### src/hdl/ccvd_pkg.sv
package ccvd_pkg;

  localparam int unsigned COLOR_W    = 24;
  localparam int unsigned SIZE_W     = 7;
  localparam int unsigned ENABLE_W   = 4;
  localparam int unsigned COLUMN_W   = 6;
  localparam int unsigned COUNT_W    = 13;
  localparam int unsigned CFG_IDX_W  = 3;
  localparam int unsigned CFG_DATA_W = 24;

  localparam logic [COUNT_W-1:0] COUNT_MAX = 13'd8191;

  localparam logic [SIZE_W-1:0]   CELL_SIZE_RST     = 7'd16;
  localparam logic [SIZE_W-1:0]   CELLS_PER_ROW_RST = 7'd16;

  // color_enable bit positions
  localparam int unsigned EN_EMPTY_A = 0;
  localparam int unsigned EN_EMPTY_B = 1;
  localparam int unsigned EN_FULL_A  = 2;
  localparam int unsigned EN_FULL_B  = 3;

  typedef enum logic [CFG_IDX_W-1:0] {
    REG_CELL_SIZE     = 3'd0,
    REG_CELLS_PER_ROW = 3'd1,
    REG_EMPTY_COLOR_A = 3'd2,
    REG_EMPTY_COLOR_B = 3'd3,
    REG_FULL_COLOR_A  = 3'd4,
    REG_FULL_COLOR_B  = 3'd5,
    REG_COLOR_ENABLE  = 3'd6
  } reg_index_t;

  typedef logic [COUNT_W-1:0] count_t;

  typedef struct packed {
    count_t empty_cnt;
    count_t full_cnt;
  } count_pair_t;

  function automatic count_t sat_add(input count_t a, input count_t b);
    logic [COUNT_W:0] s;
    s = {1'b0, a} + {1'b0, b};
    if (s > {1'b0, COUNT_MAX}) begin
      return COUNT_MAX;
    end
    return s[COUNT_W-1:0];
  endfunction

endpackage

### src/hdl/ccvd_pixel_if.sv
interface ccvd_pixel_if;
  logic                           valid;
  logic                           ready;
  logic [ccvd_pkg::COLOR_W-1:0]   pixel_rgb;
  logic                           frame_start;

  modport source (output valid, output pixel_rgb, output frame_start, input ready);
  modport sink   (input valid, input pixel_rgb, input frame_start, output ready);
endinterface

### src/hdl/ccvd_cell_if.sv
interface ccvd_cell_if;
  logic                           valid;
  logic                           ready;
  logic                           cell_is_full;
  logic [ccvd_pkg::COLUMN_W-1:0]  cell_column;
  logic                           last_in_row;

  modport source (output valid, output cell_is_full, output cell_column,
                  output last_in_row, input ready);
  modport sink   (input valid, input cell_is_full, input cell_column,
                  input last_in_row, output ready);
endinterface

### src/hdl/ccvd_cfg_if.sv
interface ccvd_cfg_if;
  logic                            valid;
  logic                            ready;
  logic [ccvd_pkg::CFG_IDX_W-1:0]  index;
  logic [ccvd_pkg::CFG_DATA_W-1:0] data;

  modport source (output valid, output index, output data, input ready);
  modport sink   (input valid, input index, input data, output ready);
endinterface

### src/hdl/cell_color_vote_downsampler_unit.sv
// Path: after the beat of a cell's bottom-right pixel, the cell result passes the
//   column store read and then the result register, from which it leaves.
// Throughput: one pixel beat per cycle; the store is read once per beat and written
//   at most once. A result held off stops pixel beats once stage 1 backs up.
// Reset (rst, synchronous): clears raster position, running counts, pipeline
//   valids and the registers to their defaults. The column store is not cleared.
module cell_color_vote_downsampler_unit #(
  parameter int unsigned MAX_CELL_SIZE     = 64,
  parameter int unsigned MAX_CELLS_PER_ROW = 64
) (
  input  logic         clk,
  input  logic         rst,
  ccvd_pixel_if.sink   pixel,
  ccvd_cell_if.source  result,
  ccvd_cfg_if.sink     cfg
);

  // position counter widths hold their limit; store address covers the depth
  localparam int unsigned PW = $clog2(MAX_CELL_SIZE + 1);
  localparam int unsigned CW = $clog2(MAX_CELLS_PER_ROW + 1);
  localparam int unsigned AW = (MAX_CELLS_PER_ROW > 1) ? $clog2(MAX_CELLS_PER_ROW) : 1;

  // ---------------------------------------------------------------------------
  // Configuration registers
  // ---------------------------------------------------------------------------
  logic [ccvd_pkg::SIZE_W-1:0]   cell_size;
  logic [ccvd_pkg::SIZE_W-1:0]   cells_per_row;
  logic [ccvd_pkg::COLOR_W-1:0]  empty_color_a;
  logic [ccvd_pkg::COLOR_W-1:0]  empty_color_b;
  logic [ccvd_pkg::COLOR_W-1:0]  full_color_a;
  logic [ccvd_pkg::COLOR_W-1:0]  full_color_b;
  logic [ccvd_pkg::ENABLE_W-1:0] color_enable;

  assign cfg.ready = 1'b1;

  always_ff @(posedge clk) begin
    if (rst) begin
      cell_size     <= ccvd_pkg::CELL_SIZE_RST;
      cells_per_row <= ccvd_pkg::CELLS_PER_ROW_RST;
      empty_color_a <= '0;
      empty_color_b <= '0;
      full_color_a  <= '0;
      full_color_b  <= '0;
      color_enable  <= '0;
    end else if (cfg.valid) begin
      case (ccvd_pkg::reg_index_t'(cfg.index))
        ccvd_pkg::REG_CELL_SIZE:     cell_size     <= cfg.data[ccvd_pkg::SIZE_W-1:0];
        ccvd_pkg::REG_CELLS_PER_ROW: cells_per_row <= cfg.data[ccvd_pkg::SIZE_W-1:0];
        ccvd_pkg::REG_EMPTY_COLOR_A: empty_color_a <= cfg.data[ccvd_pkg::COLOR_W-1:0];
        ccvd_pkg::REG_EMPTY_COLOR_B: empty_color_b <= cfg.data[ccvd_pkg::COLOR_W-1:0];
        ccvd_pkg::REG_FULL_COLOR_A:  full_color_a  <= cfg.data[ccvd_pkg::COLOR_W-1:0];
        ccvd_pkg::REG_FULL_COLOR_B:  full_color_b  <= cfg.data[ccvd_pkg::COLOR_W-1:0];
        ccvd_pkg::REG_COLOR_ENABLE:  color_enable  <= cfg.data[ccvd_pkg::ENABLE_W-1:0];
        default: ;
      endcase
    end
  end

  // effective limits: zero acts as one, oversize clamps to the maximum
  logic [PW-1:0] cs_eff;
  logic [CW-1:0] cpr_eff;

  always_comb begin
    if (cell_size == '0) begin
      cs_eff = PW'(1);
    end else if (32'(cell_size) > MAX_CELL_SIZE) begin
      cs_eff = PW'(MAX_CELL_SIZE);
    end else begin
      cs_eff = PW'(cell_size);
    end
    if (cells_per_row == '0) begin
      cpr_eff = CW'(1);
    end else if (32'(cells_per_row) > MAX_CELLS_PER_ROW) begin
      cpr_eff = CW'(MAX_CELLS_PER_ROW);
    end else begin
      cpr_eff = CW'(cells_per_row);
    end
  end

  // ---------------------------------------------------------------------------
  // Stage 0: colour match, running counts, raster position, store read
  // ---------------------------------------------------------------------------
  logic [PW-1:0]          pixel_in_cell;
  logic [CW-1:0]          column_of_cell;
  logic [PW-1:0]          line_in_cell;
  ccvd_pkg::count_t       running_empty;
  ccvd_pkg::count_t       running_full;

  logic                   in_accept;
  logic [PW-1:0]          pic_cur;
  logic [CW-1:0]          col_cur;
  logic [PW-1:0]          line_cur;
  ccvd_pkg::count_t       run_e_cur;
  ccvd_pkg::count_t       run_f_cur;
  logic                   is_empty;
  logic                   is_full;
  ccvd_pkg::count_t       run_e_next;
  ccvd_pkg::count_t       run_f_next;
  logic                   seg_end;
  logic                   last_col;
  logic                   last_line;
  logic [AW-1:0]          rd_addr;

  // frame start restarts position and running counts before this pixel
  assign pic_cur   = pixel.frame_start ? '0 : pixel_in_cell;
  assign col_cur   = pixel.frame_start ? '0 : column_of_cell;
  assign line_cur  = pixel.frame_start ? '0 : line_in_cell;
  assign run_e_cur = pixel.frame_start ? '0 : running_empty;
  assign run_f_cur = pixel.frame_start ? '0 : running_full;

  assign is_empty =
    (color_enable[ccvd_pkg::EN_EMPTY_A] && (pixel.pixel_rgb == empty_color_a)) ||
    (color_enable[ccvd_pkg::EN_EMPTY_B] && (pixel.pixel_rgb == empty_color_b));
  assign is_full =
    (color_enable[ccvd_pkg::EN_FULL_A] && (pixel.pixel_rgb == full_color_a)) ||
    (color_enable[ccvd_pkg::EN_FULL_B] && (pixel.pixel_rgb == full_color_b));

  assign run_e_next = ccvd_pkg::sat_add(run_e_cur, ccvd_pkg::count_t'(is_empty));
  assign run_f_next = ccvd_pkg::sat_add(run_f_cur, ccvd_pkg::count_t'(is_full));

  // "at or past the limit" covers a limit lowered mid-frame
  assign seg_end   = ((PW+1)'(pic_cur) + (PW+1)'(1)) >= (PW+1)'(cs_eff);
  assign last_col  = ((CW+1)'(col_cur) + (CW+1)'(1)) >= (CW+1)'(cpr_eff);
  assign last_line = ((PW+1)'(line_cur) + (PW+1)'(1)) >= (PW+1)'(cs_eff);
  assign rd_addr   = AW'(col_cur);

  // ---------------------------------------------------------------------------
  // Stage 1 registers (segment end in flight) and output register
  // ---------------------------------------------------------------------------
  logic                   s1_valid;
  logic                   s1_out;       // last line of cell: give result, no write
  logic                   s1_first;     // first line of cell row: stored count ignored
  logic                   s1_last_col;
  logic [AW-1:0]          s1_col;
  ccvd_pkg::count_t       s1_run_e;
  ccvd_pkg::count_t       s1_run_f;
  logic                   s1_move;

  logic                   fwd;
  ccvd_pkg::count_pair_t  fwd_data;
  ccvd_pkg::count_pair_t  rd_data;

  logic                   out_valid;
  logic                   out_full;
  logic [ccvd_pkg::COLUMN_W-1:0] out_col;
  logic                   out_last;

  assign s1_move     = !s1_out || !out_valid || result.ready;
  assign pixel.ready = !s1_valid || s1_move;
  assign in_accept   = pixel.valid && pixel.ready;

  // totals: stored count (forwarded on a same-column write) plus this segment
  ccvd_pkg::count_pair_t  base;
  ccvd_pkg::count_pair_t  totals;
  logic                   mem_we;

  assign base = fwd ? fwd_data : rd_data;

  always_comb begin
    if (s1_first) begin
      totals.empty_cnt = s1_run_e;
      totals.full_cnt  = s1_run_f;
    end else begin
      totals.empty_cnt = ccvd_pkg::sat_add(base.empty_cnt, s1_run_e);
      totals.full_cnt  = ccvd_pkg::sat_add(base.full_cnt, s1_run_f);
    end
  end

  assign mem_we = s1_valid && !s1_out;

  // ---------------------------------------------------------------------------
  // Column store: {empty, full} per cell column, one read and one write port
  // ---------------------------------------------------------------------------
  ccvd_pkg::count_pair_t col_mem [MAX_CELLS_PER_ROW];

  always_ff @(posedge clk) begin
    if (mem_we) begin
      col_mem[s1_col] <= totals;
    end
    if (in_accept) begin
      rd_data <= col_mem[rd_addr];
    end
  end

  // control state
  always_ff @(posedge clk) begin
    if (rst) begin
      pixel_in_cell  <= '0;
      column_of_cell <= '0;
      line_in_cell   <= '0;
      running_empty  <= '0;
      running_full   <= '0;
      s1_valid       <= 1'b0;
      out_valid      <= 1'b0;
      fwd            <= 1'b0;
    end else begin
      if (in_accept) begin
        s1_valid <= seg_end;
        fwd      <= mem_we && (s1_col == rd_addr);
        if (!seg_end) begin
          pixel_in_cell <= pic_cur + PW'(1);
          running_empty <= run_e_next;
          running_full  <= run_f_next;
        end else begin
          pixel_in_cell <= '0;
          running_empty <= '0;
          running_full  <= '0;
          if (last_col) begin
            column_of_cell <= '0;
            line_in_cell   <= last_line ? '0 : line_cur + PW'(1);
          end else begin
            column_of_cell <= col_cur + CW'(1);
            line_in_cell   <= line_cur;
          end
        end
        if (!seg_end) begin
          column_of_cell <= col_cur;
          line_in_cell   <= line_cur;
        end
      end else if (s1_valid && s1_move) begin
        s1_valid <= 1'b0;
      end

      if (s1_valid && s1_out && s1_move) begin
        out_valid <= 1'b1;
      end else if (result.ready) begin
        out_valid <= 1'b0;
      end
    end
  end

  // payload
  always_ff @(posedge clk) begin
    if (in_accept) begin
      s1_out      <= last_line;
      s1_first    <= (line_cur == '0);
      s1_last_col <= last_col;
      s1_col      <= rd_addr;
      s1_run_e    <= run_e_next;
      s1_run_f    <= run_f_next;
      fwd_data    <= totals;
    end
    if (s1_valid && s1_out && s1_move) begin
      // ties, zero against zero too, vote full
      out_full <= !(totals.empty_cnt > totals.full_cnt);
      out_col  <= ccvd_pkg::COLUMN_W'(s1_col);
      out_last <= s1_last_col;
    end
  end

  assign result.valid        = out_valid;
  assign result.cell_is_full = out_full;
  assign result.cell_column  = out_col;
  assign result.last_in_row  = out_last;

  // ---------------------------------------------------------------------------
  // Assertions
  // ---------------------------------------------------------------------------
  a_stall_blocks_input: assert property (@(posedge clk) disable iff (rst)
    (s1_valid && s1_out && out_valid && !result.ready) |-> !pixel.ready)
    else $error("pixel taken while a cell result is blocked");

  a_seg_end_enters_s1: assert property (@(posedge clk) disable iff (rst)
    (in_accept && seg_end) |=> s1_valid)
    else $error("segment end lost before column store update");

  a_pixel_bound: assert property (@(posedge clk) disable iff (rst)
    32'(pixel_in_cell) < MAX_CELL_SIZE)
    else $error("pixel counter beyond largest cell");

  a_column_bound: assert property (@(posedge clk) disable iff (rst)
    32'(column_of_cell) < MAX_CELLS_PER_ROW)
    else $error("cell column beyond store depth");

endmodule

### src/flat_wrapper.sv
// flat-port wrapper written by rule: the top's interface ports become plain ports
module cell_color_vote_downsampler_unit_flat 
#(
  parameter int unsigned MAX_CELL_SIZE     = 64,
  parameter int unsigned MAX_CELLS_PER_ROW = 64
)
  (clk, rst, pixel_valid, pixel_pixel_rgb, pixel_frame_start, pixel_ready, result_valid, result_cell_is_full, result_cell_column, result_last_in_row, result_ready, cfg_valid, cfg_index, cfg_data, cfg_ready);
  ccvd_pixel_if pixel_i ();
  ccvd_cell_if result_i ();
  ccvd_cfg_if cfg_i ();
  input  logic clk;
  input  logic rst;
  input wire logic [$bits(pixel_i.valid)-1:0] pixel_valid;
  input wire logic [$bits(pixel_i.pixel_rgb)-1:0] pixel_pixel_rgb;
  input wire logic [$bits(pixel_i.frame_start)-1:0] pixel_frame_start;
  output wire logic [$bits(pixel_i.ready)-1:0] pixel_ready;
  output wire logic [$bits(result_i.valid)-1:0] result_valid;
  output wire logic [$bits(result_i.cell_is_full)-1:0] result_cell_is_full;
  output wire logic [$bits(result_i.cell_column)-1:0] result_cell_column;
  output wire logic [$bits(result_i.last_in_row)-1:0] result_last_in_row;
  input wire logic [$bits(result_i.ready)-1:0] result_ready;
  input wire logic [$bits(cfg_i.valid)-1:0] cfg_valid;
  input wire logic [$bits(cfg_i.index)-1:0] cfg_index;
  input wire logic [$bits(cfg_i.data)-1:0] cfg_data;
  output wire logic [$bits(cfg_i.ready)-1:0] cfg_ready;
  assign pixel_i.valid = pixel_valid;
  assign pixel_i.pixel_rgb = pixel_pixel_rgb;
  assign pixel_i.frame_start = pixel_frame_start;
  assign pixel_ready = pixel_i.ready;
  assign result_valid = result_i.valid;
  assign result_cell_is_full = result_i.cell_is_full;
  assign result_cell_column = result_i.cell_column;
  assign result_last_in_row = result_i.last_in_row;
  assign result_i.ready = result_ready;
  assign cfg_i.valid = cfg_valid;
  assign cfg_i.index = cfg_index;
  assign cfg_i.data = cfg_data;
  assign cfg_ready = cfg_i.ready;
  cell_color_vote_downsampler_unit #(.MAX_CELL_SIZE(MAX_CELL_SIZE), .MAX_CELLS_PER_ROW(MAX_CELLS_PER_ROW)) u_core (.clk(clk), .rst(rst), .pixel(pixel_i), .result(result_i), .cfg(cfg_i));
endmodule
### config.mk
export PLATFORM = sky130hd
export DESIGN_NAME = cell_color_vote_downsampler_unit_flat
export DESIGN_NICKNAME = d
export VERILOG_FILES = /design/src/hdl/ccvd_pkg.sv /design/src/hdl/ccvd_pixel_if.sv /design/src/hdl/ccvd_cell_if.sv /design/src/hdl/ccvd_cfg_if.sv /design/src/hdl/cell_color_vote_downsampler_unit.sv /design/src/flat_wrapper.sv
export SDC_FILE = /design/constraint.sdc
export NUM_CORES = 2
export LEC_CHECK = 0
export BUFFER_PORTS_ARGS = -buffer_cell sky130_fd_sc_hd__buf_2
export CAP_MARGIN = 20
export CORE_MARGIN = 4
export CORE_UTILIZATION = 40
export DETAILED_ROUTE_END_ITERATION = 7
export SLEW_MARGIN = 5
export SYNTH_ARGS = -nofsm -noshare
export SYNTH_HDL_FRONTEND = slang
export SYNTH_SLANG_ARGS = --single-unit
export TNS_END_PERCENT = 10
### constraint.sdc
create_clock -name clk -period 9.1 [get_ports clk]
set_input_delay 1.82 -clock clk [delete_from_list [all_inputs] [get_ports clk]]
set_output_delay 1.82 -clock clk [all_outputs]
set_load 0.01 [all_outputs]
==> results.tsv <==
stage	metric	value	unit
floorplan	Die Y-Extent	451	um
sta	Max Clk Rate	0.177	GHz
power_and_ir_drop	Comb pwr share	0.031	
layout	layout cells sized above 1	0.131	
global_routing	vias in the first global route	44500	
layout	post-route cell area	88200	um2
cts	H-tree levels	4	
worst_setup_path	max incr delay on CP	680	ps
floorplan	die width	451	um
global_routing	initial antenna violation count	14	
logic_synthesis	top-area cell type share of the netlist area	0.674	
floorplan	Die ar.	203000	um2
routing	DR iter-0 viols	5754	
sta	final worst-path setup slack	3460	ps
logic_synthesis	Synth cell types	70	
sta	Setup TNS	0	ps
routing	Pre-antenna DRT Iters	6	
cts	clock slew at reported path FFs	60	ps
routing	DR WL/cell	27.0	um
worst_setup_path	critical path, cell by cell	buf_4 -> mux2_2 -> ha_1 -> nand3_1 -> o21ba_2 -> a21oi_1 -> o31a_1 -> o22a_1 -> a21oi_1 -> a21oi_4 -> buf_4 -> ha_1 -> o21a_1 -> o21a_1 -> o21ai_0 -> a221oi_1 -> o41ai_1	
sta	Final period util	0.620	
sta	Final Max Slew Viols	0	
logic_synthesis	Post-Synthesis Cells	5212	
global_routing	largest net degree at the start of global routing	132	
place	input/output buffers	66	
layout	Fillers	17100	
sta	min Tclk post-route	5640	ps
layout	Post-layout nets	5410	
worst_setup_path	WP data required	9620	ps
floorplan	row count	162	
power_and_ir_drop	internal power	14.0	mW
cts	CTS Hold Bufs	0	
logic_synthesis	Avg Synthesized Cell Area	15.0	um2
sta	Hold Vio Cnt, Final	0	
worst_setup_path	Worst Setup Start Kind	flip-flop	
floorplan	Core Footprint	195000	um2
power_and_ir_drop	Psw	3.78	mW
cts	Max Buffers Root-to-Sink	3	
logic_synthesis	mapped cell area	78400	um2
worst_setup_path	WP depth	17	
worst_setup_path	slowest CP cell	buf_4	
worst_setup_path	Reg2Reg Depth	17	
power_and_ir_drop	P_leak	27.5	nW
floorplan	Starting Density	0.402	
cts	Post-CTS Setup Inserts	0	
power_and_ir_drop	pwr dens	201	nW/um2
logic_synthesis	sequential-to-total area share from yosys stat	0.715	
sta	endpoints failing setup	0	
floorplan	io pins	68	
sta	RSZ-0062 raised after global routing	no	
routing	# DRC	0	
logic_synthesis	Synth area leader	edfxtp_1	
cts	Root Buffer	clkbuf_16	
global_routing	first-pass GRT wire length	313000	um
power_and_ir_drop	Total Power	17.8	mW
routing	Antenna Nets Post-Route	0	
cts	# resized after CTS	0	
run	total of max-cap violations	0	
place	Post-DP Area	82200	um2
logic_synthesis	Ys Warns	0	
cts	Clk Latency, worst-skew pair	850	ps
layout	Non-Filler Instances	8064	
place	Final HPWL DP	121000	um
worst_setup_path	Worst Setup EP	u_core.result.cell_is_full	
place	worst slack, placed	2830	ps
cts	CTS Buf Count	193	
place	gpl congestion	0.835	
layout	multi-input logic area	21000	um2
layout	fin util	0.452	
worst_setup_path	reg-to-reg endpoint	u_core.result.cell_is_full	
worst_setup_path	worst-path fanout max	66	
global_routing	GRT Total Usage	0.207	
logic_synthesis	number of register bits inferred by synthesis	1923	
run_status	status	finished, final reports clean	
place	DP Cell Count	7709	
worst_setup_path	critical path launch point	u_core.fwd	
routing	DR vias	47200	
sta	Slew headroom	0.231	
layout	FF+latch area	56100	um2
worst_setup_path	delay-heaviest family, CP	compound AO/OA/AOI/OAI gates	
worst_setup_path	r2r startpoint	u_core.fwd	
cts	CTS tree	built	
logic_synthesis	number of enable flip-flop cells after synthesis	1759	
power_and_ir_drop	Peak VDD IR	0.179	mV
sta	pin slew with the least headroom to its limit	1150	ps
logic_synthesis	post-synth net total	5339	
sta	setup skew after layout	59.5	ps
sta	final hold slack	451	ps
routing	Avg Vias per Cell	5.85	
layout	Area Growth Syn to Fin	12.5	%
logic_synthesis	Async SR Flop Fraction	0	
power_and_ir_drop	clock network fraction of total power	0.425	
worst_setup_path	arrival time worst endpoint	6160	ps
worst_hold_path	HP Class	reg2reg	
logic_synthesis	Top FF cell, synth	edfxtp_1	
power_and_ir_drop	switching share of power	0.212	
global_routing	grt ovf	0	
worst_setup_path	Reg2Reg Setup Slack	3460	ps
routing	Detailed Route WL	217000	um
power_and_ir_drop	sequential power share	0.544	
worst_setup_path	Worst setup EP type	flip-flop	
logic_synthesis	main area contributors after synthesis	edfxtp_1, mux2i_1, dfxtp_1	
worst_setup_path	Setup Crit Path Kind	reg2reg	
cts	Sink Count	1923	
worst_setup_path	crit path buf inv count	2	
## cells by family (layout without fill, tap and decap cells)
| kind of cell | count (synthesis) | count (layout) | synth area share |
|---|---|---|---|
| AO/OA/AOI/OAI | 1089 | 1089 | 0.0942 |
| XOR/XNOR | 148 | 148 | 0.0165 |
| adder cells (fa/ha/maj) | 70 | 70 | 0.0114 |
| buffers and inverters | 409 | 628 | 0.0214 |
| flip-flops | 1923 | 1923 | 0.715 |
| multiplexers | 531 | 531 | 0.0810 |
| other | 1 | 10 | 0.0000478 |
| AND/OR/NAND/NOR | 1041 | 1041 | 0.0599 |
## synth_stat cells (78+ instances only)
library cell	number
edfxtp_1	1759
nand2_1	488
mux2i_1	403
a21oi_1	291
clkbuf_1	224
nor2_1	208
dfxtp_1	164
o22ai_1	159
a221oi_1	131
nand3_1	131
o21ai_0	115
a22oi_1	108
buf_2	80
mux4_2	78
## sequential cells by signal, indices dropped and copies added, names as in the netlist, 13 cells and up
| signal | count |
|---|---|
| u_core.col_mem | 1664 |
| u_core.s1_run_f | 13 |
| u_core.rd_data | 26 |
| u_core.running_full | 13 |
| u_core.running_empty | 13 |
| u_core.empty_color_b | 24 |
| u_core.fwd_data | 26 |
| u_core.empty_color_a | 24 |
| u_core.s1_run_e | 13 |
| u_core.full_color_a | 24 |
| u_core.full_color_b | 24 |
## placed cells by master (no fill, tap or decap), types with 132 or more instances in the layout
cell type / netlist / layout
edfxtp_1: 1759 / 1759
nand2_1: 488 / 487
mux2i_1: 403 / 403
a21oi_1: 291 / 288
clkbuf_16: 0 / 195
dfxtp_1: 164 / 161
o22ai_1: 159 / 159
buf_4: 10 / 141
nor2_1: 208 / 132
## worst register-to-register path, stage by stage (launching register included)
cell	delay [ps]
dfxtp_1	420
buf_4	340
mux2_2	420
ha_1	370
nand3_1	120
o21ba_2	210
a21oi_1	180
o31a_1	210
o22a_1	510
a21oi_1	160
a21oi_4	180
buf_4	680
ha_1	410
o21a_1	120
o21a_1	160
o21ai_0	160
a221oi_1	110
o41ai_1	600
## layer usage
metal / track usage / wire [um]
met2: 0.313 / 97700
met1: 0.306 / 94300
met3: 0.0409 / 19500
met5: 0 / 0
met4: 0.0588 / 5990
## power groups by stage
stage / Combinational (mW) / Sequential [mW] / Clock [mW]
5_1_grt: 0.588 / 9.66 / 8.07
4_1_cts: 0.547 / 9.66 / 7.70
3_3_place_gp: 0.535 / 9.85 / 0
6_report: 0.548 / 9.66 / 7.56
2_1_floorplan: 0.329 / 9.84 / 0
3_5_place_dp: 0.545 / 9.85 / 0
## worst min-delay path by stage
stage / startpoint / to / slack, ps / cells past startpoint
6_report: u_core.running_full[0] / u_core.running_full[0] / 450 / 2
3_5_place_dp: u_core.running_full[0] / u_core.running_full[0] / 440 / 2
5_1_grt: u_core.running_full[0] / u_core.running_full[0] / 470 / 2
3_3_place_gp: u_core.running_full[0] / u_core.running_full[0] / 430 / 2
2_1_floorplan: u_core.s1_last_col / u_core.result.last_in_row / 400 / 0
4_1_cts: u_core.running_full[0] / u_core.running_full[0] / 450 / 2
## area by class of cell
class | count | share of cell area
antenna | 9 | 0.000255
tap | 2624 | 0.0372
multi-input combinational | 2880 | 0.238
timing repair buffer | 212 | 0.0172
clock inverter | 83 | 0.00908
clock buffer | 260 | 0.0587
inverter | 73 | 0.00328
sequential | 1923 | 0.636
(Power assumes the default switching activity.)
